<file path="src/rtl/wsd_pkg.sv">
// Shared package of the windowed-sinc decimator: sample width, default parameters,
// the MAC control struct and the elaboration-time kernel math (Q30 sin, sinc, Hamming).
// Depends on nothing.
package wsd_pkg;

	localparam int SAMPLE_W       = 16;
	localparam int DECIMATION_DEF = 4;
	localparam int TAPS_DEF       = 31;
	localparam int COEF_BITS_DEF  = 18;

	localparam logic [63:0] PI_Q28     = 64'd843314856;
	localparam logic [63:0] HALFPI_Q30 = 64'd1686629713;
	localparam logic [63:0] ONE_Q30    = 64'd1073741824;
	localparam logic [63:0] HAM_A_Q30  = 64'd579820585;
	localparam logic [63:0] HAM_B_Q30  = 64'd493921239;

	// Per-cycle command that travels from the sequencer to the MAC.
	typedef struct packed {
		logic valid;
		logic first;
		logic last;
	} mac_ctrl_t;

	// Restoring long division, used only while the coefficient table is built.
	function automatic logic [63:0] udiv(input logic [63:0] num, input logic [63:0] den);
		logic [64:0] rem;
		logic [63:0] quo;
		rem = '0;
		quo = '0;
		for (int i = 63; i >= 0; i--) begin
			rem = {rem[63:0], num[i]};
			if (rem >= {1'b0, den}) begin
				rem    = rem - {1'b0, den};
				quo[i] = 1'b1;
			end
		end
		return quo;
	endfunction

	function automatic logic [63:0] umod(input logic [63:0] num, input logic [63:0] den);
		logic [64:0] rem;
		rem = '0;
		for (int i = 63; i >= 0; i--) begin
			rem = {rem[63:0], num[i]};
			if (rem >= {1'b0, den}) begin
				rem = rem - {1'b0, den};
			end
		end
		return rem[63:0];
	endfunction

	// sin(2*pi*num/den) in Q30: quadrant reduction, then a Taylor series to x^15.
	function automatic logic signed [63:0] sin_q30(input logic [63:0] num,
			input logic [63:0] den);
		logic [63:0]        r;
		logic [63:0]        q;
		logic [63:0]        rem;
		logic [63:0]        a;
		logic [63:0]        x2;
		logic [63:0]        term;
		logic signed [63:0] sum;
		r   = umod(num, den);
		q   = udiv(r << 2, den);
		rem = (r << 2) - q * den;
		if (q[0]) begin
			rem = den - rem;
		end
		a    = udiv(rem * HALFPI_Q30, den);
		x2   = (a * a) >> 30;
		term = a;
		sum  = $signed(a);
		for (int k = 1; k <= 7; k++) begin
			term = udiv((term * x2) >> 30, 64'((2 * k) * (2 * k + 1)));
			if (k[0]) begin
				sum = sum - $signed(term);
			end else begin
				sum = sum + $signed(term);
			end
		end
		return (q >= 64'd2) ? -sum : sum;
	endfunction

	// sin(pi*t/dec) / (pi*t/dec) in Q30, quotient rounded to nearest.
	function automatic logic signed [63:0] sinc_q30(input logic signed [63:0] t,
			input logic [63:0] dec);
		logic [63:0]        mag;
		logic signed [63:0] s;
		logic [63:0]        sa;
		logic [63:0]        numer;
		logic [63:0]        dn;
		logic [63:0]        qv;
		mag = (t < 0) ? $unsigned(-t) : $unsigned(t);
		if (mag == 64'd0) begin
			return $signed(ONE_Q30);
		end
		s     = sin_q30(mag, dec << 1);
		sa    = (s < 0) ? $unsigned(-s) : $unsigned(s);
		numer = (sa * dec) << 28;
		dn    = PI_Q28 * mag;
		qv    = udiv(numer + (dn >> 1), dn);
		return (s < 0) ? -$signed(qv) : $signed(qv);
	endfunction

	// Kernel length: two taps shorter when the centre offset is a nonzero multiple of dec.
	function automatic int calc_ntaps(input int taps, input int dec);
		int n;
		int pad;
		n   = taps;
		pad = (taps - 1) >> 1;
		if (pad > 0 && umod(64'(pad), 64'(dec)) == 64'd0) begin
			n = n - 2;
		end
		return n;
	endfunction

	// One windowed-sinc coefficient in Q(cbits-1), rounded half away from zero and saturated.
	function automatic logic signed [63:0] coef_val(input int i, input int ntaps,
			input int dec, input int cbits);
		int                 pad;
		int                 sh;
		logic signed [63:0] cap;
		logic signed [63:0] c;
		logic [63:0]        cm;
		logic [63:0]        m;
		logic signed [63:0] w;
		logic signed [63:0] tt;
		logic signed [63:0] sn;
		logic signed [63:0] prod;
		logic [63:0]        pm;
		logic signed [63:0] r;
		pad  = (ntaps - 1) >> 1;
		sh   = 61 - cbits;
		cap  = 64'sd1 <<< (cbits - 1);
		c    = sin_q30(64'(4 * i + ntaps), 64'(4 * ntaps));
		cm   = (c < 0) ? $unsigned(-c) : $unsigned(c);
		m    = (HAM_B_Q30 * cm + (64'd1 << 29)) >> 30;
		w    = (c < 0) ? $signed(HAM_A_Q30 + m) : $signed(HAM_A_Q30 - m);
		tt   = 64'(i - pad);
		sn   = sinc_q30(tt, 64'(dec));
		prod = sn * w;
		pm   = (prod < 0) ? $unsigned(-prod) : $unsigned(prod);
		r    = $signed((pm + (64'd1 << (sh - 1))) >> sh);
		if (prod < 0) begin
			if (r > cap) begin
				r = cap;
			end
			r = -r;
		end else if (r >= cap) begin
			r = cap - 64'sd1;
		end
		return r;
	endfunction

endpackage

</file>
<file path="src/rtl/wsd_ram.sv">
// Delay-line memory of the windowed-sinc decimator: one write port, one read port,
// registered read data. Depends on wsd_pkg for the sample width.
module wsd_ram #(
	parameter int DEPTH = wsd_pkg::TAPS_DEF,
	localparam int AW   = (DEPTH > 1) ? $clog2(DEPTH) : 1
) (
	input  logic                                clk,
	input  logic                                we,
	input  logic [AW-1:0]                       waddr,
	input  logic signed [wsd_pkg::SAMPLE_W-1:0] wdata,
	input  logic                                re,
	input  logic [AW-1:0]                       raddr,
	output logic signed [wsd_pkg::SAMPLE_W-1:0] rdata
);
	import wsd_pkg::*;

	logic signed [SAMPLE_W-1:0] mem_q [DEPTH];
	logic signed [SAMPLE_W-1:0] rdata_q;

	always_ff @(posedge clk) begin
		if (we) begin
			mem_q[waddr] <= wdata;
		end
		if (re) begin
			rdata_q <= mem_q[raddr];
		end
	end

	assign rdata = rdata_q;

endmodule

</file>
<file path="src/rtl/wsd_mac.sv">
// Shared multiply-accumulate of the windowed-sinc decimator, with the constant
// coefficient table, rounding and saturation. Depends on wsd_pkg.
module wsd_mac #(
	parameter int DECIMATION = wsd_pkg::DECIMATION_DEF,
	parameter int TAPS       = wsd_pkg::TAPS_DEF,
	parameter int COEF_BITS  = wsd_pkg::COEF_BITS_DEF,
	localparam int NTAPS     = wsd_pkg::calc_ntaps(TAPS, DECIMATION),
	localparam int IDX_W     = (NTAPS > 1) ? $clog2(NTAPS) : 1
) (
	input  logic                                clk,
	input  logic                                arst_n,
	input  wsd_pkg::mac_ctrl_t                  ctrl,
	input  logic [IDX_W-1:0]                    coef_idx,
	input  logic signed [wsd_pkg::SAMPLE_W-1:0] rd_sample,
	output logic                                done,
	output logic signed [wsd_pkg::SAMPLE_W-1:0] result
);
	import wsd_pkg::*;

	localparam int PROD_W = SAMPLE_W + COEF_BITS;
	localparam int ACC_W  = PROD_W + $clog2(NTAPS) + 1;

	typedef logic signed [COEF_BITS-1:0] coef_tab_t [NTAPS];

	function automatic coef_tab_t build_tab();
		coef_tab_t          tab;
		logic signed [63:0] cv;
		for (int i = 0; i < NTAPS; i++) begin
			cv     = coef_val(i, NTAPS, DECIMATION, COEF_BITS);
			tab[i] = cv[COEF_BITS-1:0];
		end
		return tab;
	endfunction

	localparam coef_tab_t COEF_TAB = build_tab();

	localparam logic signed [ACC_W-1:0] RND_C  = ACC_W'(64'sd1 <<< (COEF_BITS - 2));
	localparam logic signed [ACC_W-1:0] SAT_HI = ACC_W'(32767);
	localparam logic signed [ACC_W-1:0] SAT_LO = ACC_W'(-32768);

	mac_ctrl_t                  ctrl_s1;
	mac_ctrl_t                  ctrl_s2;
	logic signed [COEF_BITS-1:0] coef_s1;
	logic signed [PROD_W-1:0]   prod_s2;
	logic signed [ACC_W-1:0]    acc_q;
	logic                       done_q;
	logic signed [ACC_W-1:0]    rnd;
	logic signed [ACC_W-1:0]    shf;

	// Stage 1 lines up the coefficient with the memory read data.
	always_ff @(posedge clk or negedge arst_n) begin
		if (!arst_n) begin
			ctrl_s1 <= '0;
			ctrl_s2 <= '0;
			done_q  <= 1'b0;
		end else begin
			ctrl_s1 <= ctrl;
			ctrl_s2 <= ctrl_s1;
			done_q  <= ctrl_s2.valid && ctrl_s2.last;
		end
	end

	always_ff @(posedge clk) begin
		coef_s1 <= COEF_TAB[coef_idx];
		prod_s2 <= PROD_W'(rd_sample) * PROD_W'(coef_s1);
		if (ctrl_s2.valid) begin
			if (ctrl_s2.first) begin
				acc_q <= ACC_W'(prod_s2);
			end else begin
				acc_q <= acc_q + ACC_W'(prod_s2);
			end
		end
	end

	always_comb begin
		rnd = acc_q + RND_C;
		shf = rnd >>> (COEF_BITS - 1);
		if (shf > SAT_HI) begin
			result = SAT_HI[SAMPLE_W-1:0];
		end else if (shf < SAT_LO) begin
			result = SAT_LO[SAMPLE_W-1:0];
		end else begin
			result = shf[SAMPLE_W-1:0];
		end
	end

	assign done = done_q;

endmodule

</file>
<file path="src/rtl/windowed_sinc_decimator.sv">
// Top level of the windowed-sinc decimator: handshake, delay-line sequencer, output register.
// Depends on wsd_pkg, wsd_ram and wsd_mac.
//
// Streaming decimating FIR with a Hamming-windowed sinc kernel and signed Q1.15 samples.
// Every input transaction writes its sample into a circular delay line held in a
// synchronous RAM. After the kernel's NTAPS samples have arrived, every DECIMATION-th
// sample starts one output: the sequencer reads the delay line oldest sample first, one
// entry per cycle, and a single shared multiplier/accumulator sums sample times
// coefficient. The coefficients are constants fixed at elaboration from the parameters.
// A sample that yields no output leaves the block ready for the next one. A sample
// that yields an output keeps in_ready low after its transaction while the sequencer
// reads all NTAPS entries through the one RAM read port and the one multiplier and
// then waits for the sum to leave the MAC pipeline. The input is not taken while the
// MAC sequence runs, so reads and writes of the delay line never touch the same entry
// in one cycle.
// A finished output waits in its own register, and new samples are still accepted
// meanwhile. If the next sum is done while that register is still occupied, the
// sequencer holds the sum and keeps in_ready low until the waiting output transaction
// completes. With DECIMATION = 1 the block passes every sample straight through its
// output register.
// The delay line needs no clearing after reset: no entry is read before it is written.
module windowed_sinc_decimator #(
	parameter int DECIMATION = wsd_pkg::DECIMATION_DEF,
	parameter int TAPS       = wsd_pkg::TAPS_DEF,
	parameter int COEF_BITS  = wsd_pkg::COEF_BITS_DEF
) (
	input  logic                                clk,
	input  logic                                arst_n,
	input  logic                                in_valid,
	output logic                                in_ready,
	input  logic signed [wsd_pkg::SAMPLE_W-1:0] sample_in,
	output logic                                out_valid,
	input  logic                                out_ready,
	output logic signed [wsd_pkg::SAMPLE_W-1:0] sample_out
);
	import wsd_pkg::*;

	localparam int NTAPS   = calc_ntaps(TAPS, DECIMATION);
	localparam int IDX_W   = (NTAPS > 1) ? $clog2(NTAPS) : 1;
	localparam int FILL_W  = $clog2(NTAPS + 1);
	localparam int PHASE_W = (DECIMATION > 1) ? $clog2(DECIMATION) : 1;
	localparam bit PASS    = (DECIMATION == 1);

	typedef enum logic [3:0] {
		ST_IDLE = 4'b0001,
		ST_READ = 4'b0010,
		ST_WAIT = 4'b0100,
		ST_HOLD = 4'b1000
	} state_t;

	state_t                     state_q;
	state_t                     state_nxt;
	logic [IDX_W-1:0]           wp_q;
	logic [IDX_W-1:0]           wp_nxt;
	logic [IDX_W-1:0]           rd_addr_q;
	logic [IDX_W-1:0]           rd_addr_nxt;
	logic [IDX_W-1:0]           cnt_q;
	logic [FILL_W-1:0]          fill_q;
	logic [PHASE_W-1:0]         phase_q;
	logic                       out_valid_q;
	logic signed [SAMPLE_W-1:0] sample_out_q;

	logic                       slot_free;
	logic                       in_fire;
	logic                       fill_full;
	logic                       now_full;
	logic                       due;
	logic                       cnt_last;
	logic                       load_mac;
	logic                       load_pass;
	mac_ctrl_t                  mac_ctrl;
	logic signed [SAMPLE_W-1:0] rd_sample;
	logic                       mac_done;
	logic signed [SAMPLE_W-1:0] mac_result;

	always_comb begin
		// The output register is free when empty or when its transaction completes now.
		slot_free   = !out_valid_q || out_ready;
		in_ready    = (state_q == ST_IDLE) && (slot_free || !PASS);
		in_fire     = in_valid && in_ready;
		fill_full   = (fill_q == FILL_W'(NTAPS));
		now_full    = fill_full || (fill_q == FILL_W'(NTAPS - 1));
		due         = now_full && (phase_q == '0);
		wp_nxt      = (wp_q == IDX_W'(NTAPS - 1)) ? '0 : wp_q + IDX_W'(1);
		rd_addr_nxt = (rd_addr_q == IDX_W'(NTAPS - 1)) ? '0 : rd_addr_q + IDX_W'(1);
		cnt_last    = (cnt_q == IDX_W'(NTAPS - 1));
		load_pass   = in_fire && PASS;
		load_mac    = ((state_q == ST_WAIT) && mac_done && slot_free)
		           || ((state_q == ST_HOLD) && slot_free);

		mac_ctrl.valid = (state_q == ST_READ);
		mac_ctrl.first = (cnt_q == '0);
		mac_ctrl.last  = cnt_last;

		state_nxt = state_q;
		case (state_q)
			ST_IDLE: begin
				if (in_fire && !PASS && due) begin
					state_nxt = ST_READ;
				end
			end
			ST_READ: begin
				if (cnt_last) begin
					state_nxt = ST_WAIT;
				end
			end
			ST_WAIT: begin
				if (mac_done) begin
					state_nxt = slot_free ? ST_IDLE : ST_HOLD;
				end
			end
			ST_HOLD: begin
				if (slot_free) begin
					state_nxt = ST_IDLE;
				end
			end
			default: begin
				state_nxt = ST_IDLE;
			end
		endcase
	end

	always_ff @(posedge clk or negedge arst_n) begin
		if (!arst_n) begin
			state_q     <= ST_IDLE;
			wp_q        <= '0;
			rd_addr_q   <= '0;
			cnt_q       <= '0;
			fill_q      <= '0;
			phase_q     <= '0;
			out_valid_q <= 1'b0;
		end else begin
			state_q <= state_nxt;
			if (in_fire && !PASS) begin
				wp_q      <= wp_nxt;
				// The oldest sample sits right after the one just written.
				rd_addr_q <= wp_nxt;
				cnt_q     <= '0;
				if (!fill_full) begin
					fill_q <= fill_q + FILL_W'(1);
				end
				if (now_full) begin
					phase_q <= (phase_q == PHASE_W'(DECIMATION - 1)) ? '0
					         : phase_q + PHASE_W'(1);
				end
			end else if (state_q == ST_READ) begin
				rd_addr_q <= rd_addr_nxt;
				cnt_q     <= cnt_q + IDX_W'(1);
			end
			if (load_pass || load_mac) begin
				out_valid_q <= 1'b1;
			end else if (out_ready) begin
				out_valid_q <= 1'b0;
			end
		end
	end

	always_ff @(posedge clk) begin
		if (load_pass) begin
			sample_out_q <= sample_in;
		end else if (load_mac) begin
			sample_out_q <= mac_result;
		end
	end

	wsd_ram #(
		.DEPTH (NTAPS)
	) u_ram (
		.clk   (clk),
		.we    (in_fire && !PASS),
		.waddr (wp_q),
		.wdata (sample_in),
		.re    (mac_ctrl.valid),
		.raddr (rd_addr_q),
		.rdata (rd_sample)
	);

	wsd_mac #(
		.DECIMATION (DECIMATION),
		.TAPS       (TAPS),
		.COEF_BITS  (COEF_BITS)
	) u_mac (
		.clk       (clk),
		.arst_n    (arst_n),
		.ctrl      (mac_ctrl),
		.coef_idx  (cnt_q),
		.rd_sample (rd_sample),
		.done      (mac_done),
		.result    (mac_result)
	);

	assign out_valid  = out_valid_q;
	assign sample_out = sample_out_q;

	// A finished sum only ever arrives while the sequencer waits for it.
	a_done_in_wait: assert property (@(posedge clk) disable iff (!arst_n)
		mac_done |-> (state_q == ST_WAIT))
		else $error("MAC finished outside the wait state");

	a_fill_bound: assert property (@(posedge clk) disable iff (!arst_n)
		fill_q <= FILL_W'(NTAPS))
		else $error("fill count ran past the kernel length");

	// The decimation phase only moves once the delay line is full.
	a_phase_after_fill: assert property (@(posedge clk) disable iff (!arst_n)
		(phase_q != '0) |-> fill_full)
		else $error("decimation phase advanced during warm-up");

	a_pass_output: assert property (@(posedge clk) disable iff (!arst_n)
		(in_valid && in_ready && PASS) |=> out_valid)
		else $error("pass-through sample did not reach the output");

endmodule

</file>
<file path="config.mk">
export PLATFORM = sky130hd
export DESIGN_NAME = windowed_sinc_decimator
export DESIGN_NICKNAME = d
export VERILOG_FILES = /design/src/rtl/wsd_pkg.sv /design/src/rtl/wsd_ram.sv /design/src/rtl/wsd_mac.sv /design/src/rtl/windowed_sinc_decimator.sv
export SDC_FILE = /design/constraint.sdc
export NUM_CORES = 2
export LEC_CHECK = 0
export BUFFER_PORTS_ARGS = -buffer_cell sky130_fd_sc_hd__buf_2
export CAP_MARGIN = 20
export CORE_AREA = 2 2 315 317
export CTS_CLUSTER_DIAMETER = 60
export DETAILED_ROUTE_END_ITERATION = 10
export DIE_AREA = 0 0 317 319
export PLACE_DENSITY = 0.5
export SLEW_MARGIN = 20
export SYNTH_ARGS = -nofsm -noshare
export SYNTH_HDL_FRONTEND = slang
export SYNTH_HIERARCHICAL = 1
export SYNTH_SLANG_ARGS = --single-unit
export TNS_END_PERCENT = 100
</file>
<file path="constraint.sdc">
create_clock -name clk -period 7 [get_ports clk]
set_input_delay 0.7 -clock clk [delete_from_list [all_inputs] [get_ports clk]]
set_output_delay 0.7 -clock clk [all_outputs]
set_load 0.01 [all_outputs]
</file>
==> run_results.csv <==
group,metric,value,unit
clocking,post-cts-setup-buffers,0,
critical_path,r2r_end,"u_mac/prod_s2[32]",
critical_path,worstPathArrival,7.14,ns
critical_path,crit_path_start,"u_ram/rdata[6]",
critical_path,reg2reg_from,"u_ram/rdata[6]",
final_layout,drive_gt1_share,12.6,%
sta,fin_crit,6.58,ns
critical_path,path_cells,"buf_4 > and2_1 > fa_1 > inv_1 > fa_1 > fa_1 > inv_1 > fa_1 > fa_1 > inv_1 > fa_1 > inv_1 > ha_1 > inv_1 > o21ai_0 > o32a_1 > nand2_1 > o31ai_1 > a31oi_1 > o21ai_0 > xor2_1",
floorplan,initial_core_util,39.7,%
final_layout,mostFrequentLayoutCell,"edfxtp_1",
final_layout,final_util,44.2,%
global_routing,grt_pass1_wl,146000,um
clocking,htreeDepth,3,
logic_synthesis,synth_area_per_cell,13.0,um2
critical_path,cp_max_fo,11,
critical_path,worstPathRequired,7.56,ns
sta,setup_tns,0,ns
route,ant_nets,0,
floorplan,num_rows,115,
sta,slew_violations,0,
logic_synthesis,syn-num-nets,3446,
critical_path,crit_type,"reg2reg",
route,drt-initial-drc-count,1658,
route,vias,23200,
clocking,clkSinkCount,654,
clocking,clock_latency,0.65,ns
global_routing,grt_pass1_vias,24400,
critical_path,start_kind,"register",
outcome,outcome,"finished clean",
run,drv_cap,0,
logic_synthesis,ys_ff_latch,654,
route,wl_per_cell,21.1,um
route,drc,0,
sta,tightest_slew,1.05,ns
floorplan,dieArea,0.101,mm2
logic_synthesis,synth_edf_count,568,
placement,place_congestion,0.905,
route,drt-total-wl,93400,um
sta,relSlewSlack,29.5,%
sta,hold_viol,0,
logic_synthesis,async_reset_ff_share,5.20,%
logic_synthesis,synth_area,0.0388,mm2
final_layout,num-nets-final,3521,
critical_path,worstRegToRegCells,21,
final_layout,regArea,0.0190,mm2
critical_path,crit_path_end_kind,"register",
route,drt-vias-per-instance,5.25,
floorplan,core_area,0.0977,mm2
sta,setup_viol,0,
global_routing,grt_usage,18.9,%
global_routing,grt_max_degree,85,
critical_path,worst_path_most_repeated_cell,"fa_1",
floorplan,die_x,317,um
final_layout,mostFrequentLayoutCells,"edfxtp_1 (568), inv_1 (378), fa_1 (291), nand2_1 (265), ha_1 (145)",
placement,hpwlAfterDp,66200,um
critical_path,cpPeakStageDelay,0.55,ns
global_routing,grt_overflow_total,0,
floorplan,io_pins,38,
logic_synthesis,syn_inst,2990,
clocking,cts_max_path_buffers,3,
sta,skew,0.0284,ns
clocking,cts_tree,"yes",
logic_synthesis,synth_seq_area_share,48.8,%
sta,max_freq,0.152,GHz
final_layout,multi_input_area,0.0177,mm2
sta,grt_setup_unrepaired,"no",
placement,port_buffers,37,
min_path,min_path_type,"in2async",
global_routing,antenna_found_initial,0,
clocking,cts.clk_slew.worst_paths,0.06,ns
critical_path,rrSetupSlack,0.42,ns
route,drt_first_pass_iters,8,
critical_path,crit_slowest_cell,"o31ai_1",
floorplan,die_y,319,um
final_layout,area_growth,11.2,%
logic_synthesis,synth_warnings,6,
sta,timing.final.crit_share,94.0,%
final_layout,num-fill-cells,8917,
logic_synthesis,synth.distinct_cells,100,
clocking,ctsRootBufferMaster,"clkbuf_16",
clocking,numCtsBuffers,80,
logic_synthesis,synthFlopType,"edfxtp_1",
-- worst max-delay path: cells and delay by family, from the launching register on --
kind	cells	cell delay (ns)
compound gates	5	1.56
fa+ha+maj	7	3.42
flops	1	0.49
simple gates	2	0.34
xor+xnor	1	0.16
buf+inv	6	0.50
-- kinds of logic after synthesis --
logic type	count (synthesis)	share of synthesized area, %
adder cells (fa/ha/maj)	436	19.7
multiplexers	163	7.27
AND/OR/NAND/NOR	682	8.66
flip-flops	654	48.8
buffers and inverters	506	5.59
XOR/XNOR	99	2.23
AO/OA/AOI/OAI	450	7.72
-- state kept, by name, summed over array words and instances (netlist names) --
name and count:
u_mac/ctrl_s2 3, wp_q 5, u_mac/prod_s2 34, u_ram/rdata 16, out_valid 1, phase_q 2
rd_addr_q 5, sample_out 16, cnt_q 5, u_mac/acc_q 40, u_mac/ctrl_s1 3, u_ram/mem_q 496
fill_q 5, u_mac/done 1, state_q 4, u_mac/coef_s1 18
-- synth_stat cells, drive strengths merged, types with 27 or more instances --
cell type | instances | share of area (%)
buf | 53 | 1.2
a21o | 39 | 0.76
nand3 | 49 | 0.64
mux2i | 43 | 1.1
o22ai | 27 | 0.44
nor2 | 112 | 1.1
edfxtp | 568 | 44
xnor2 | 58 | 1.3
o21ai | 128 | 1.7
nand2 | 266 | 2.6
inv | 379 | 3.7
ha | 145 | 4.7
a31oi | 34 | 0.59
and2 | 138 | 2.2
dfxtp | 52 | 2.7
fa | 291 | 15
dfrtp | 33 | 2.1
xor2 | 41 | 0.93
mux4 | 91 | 5.3
a21oi | 83 | 1.1
clkbuf | 73 | 0.74
mux2 | 29 | 0.84
-- layout make-up --
cell class / count / share of cell area (%)
repair buffers: 119 / 1.88
multi-input cells: 1830 / 41.0
clock buffers: 98 / 4.87
diodes: 1 / 0.00580
clock inverters: 50 / 1.27
inverters: 380 / 3.32
well taps: 1287 / 3.73
flip-flops and latches: 654 / 43.9
-- layer usage --
metal | global-route usage (%) | share of wire (%) | vias to the layer above
met5 | 0 | 0 | -
met4 | 5.44 | 2.7 | 0
met3 | 2.64 | 4.1 | 162
met2 | 32.4 | 50 | 520
met1 | 25.0 | 44 | 11900
li1 | - | - | 10700
-- per-stage QoR --
stage / std cells / cell area, um2 / hold WS (ns) / setup WS, ns
after global routing: 4418 / 43200 / 0.170 / 0.0306
after floorplan: 2990 / 38800 / 0.331 / 0.767
after detailed placement: 4270 / 40500 / 0.339 / 0.377
after CTS: 4418 / 43200 / 0.124 / 0.333
after global placement: 4269 / 40500 / 0.333 / 0.371
final: 4419 / 43200 / 0.135 / 0.421
-- what timing repair did --
action | CTS | global route
endpoints found under the setup margin | 0 | 1
hold buffers | 0 | 0
gates resized for setup | 0 | 2
-- worst max path at each step --
stage / endpoint / slack (ns) / cells past startpoint
finish: u_mac/prod_s2[32] / 0.42 / 21
global route: u_mac/prod_s2[32] / 0.03 / 21
CTS: u_mac/prod_s2[33] / 0.33 / 21
detailed placement: u_mac/prod_s2[33] / 0.38 / 21
global placement: u_mac/prod_s2[33] / 0.37 / 21
floorplan: u_mac/prod_s2[33] / 0.77 / 22
Power is left out: the tool's default activity adds up to more than one toggle a clock period on the data nets, which glitch-free logic cannot reach.
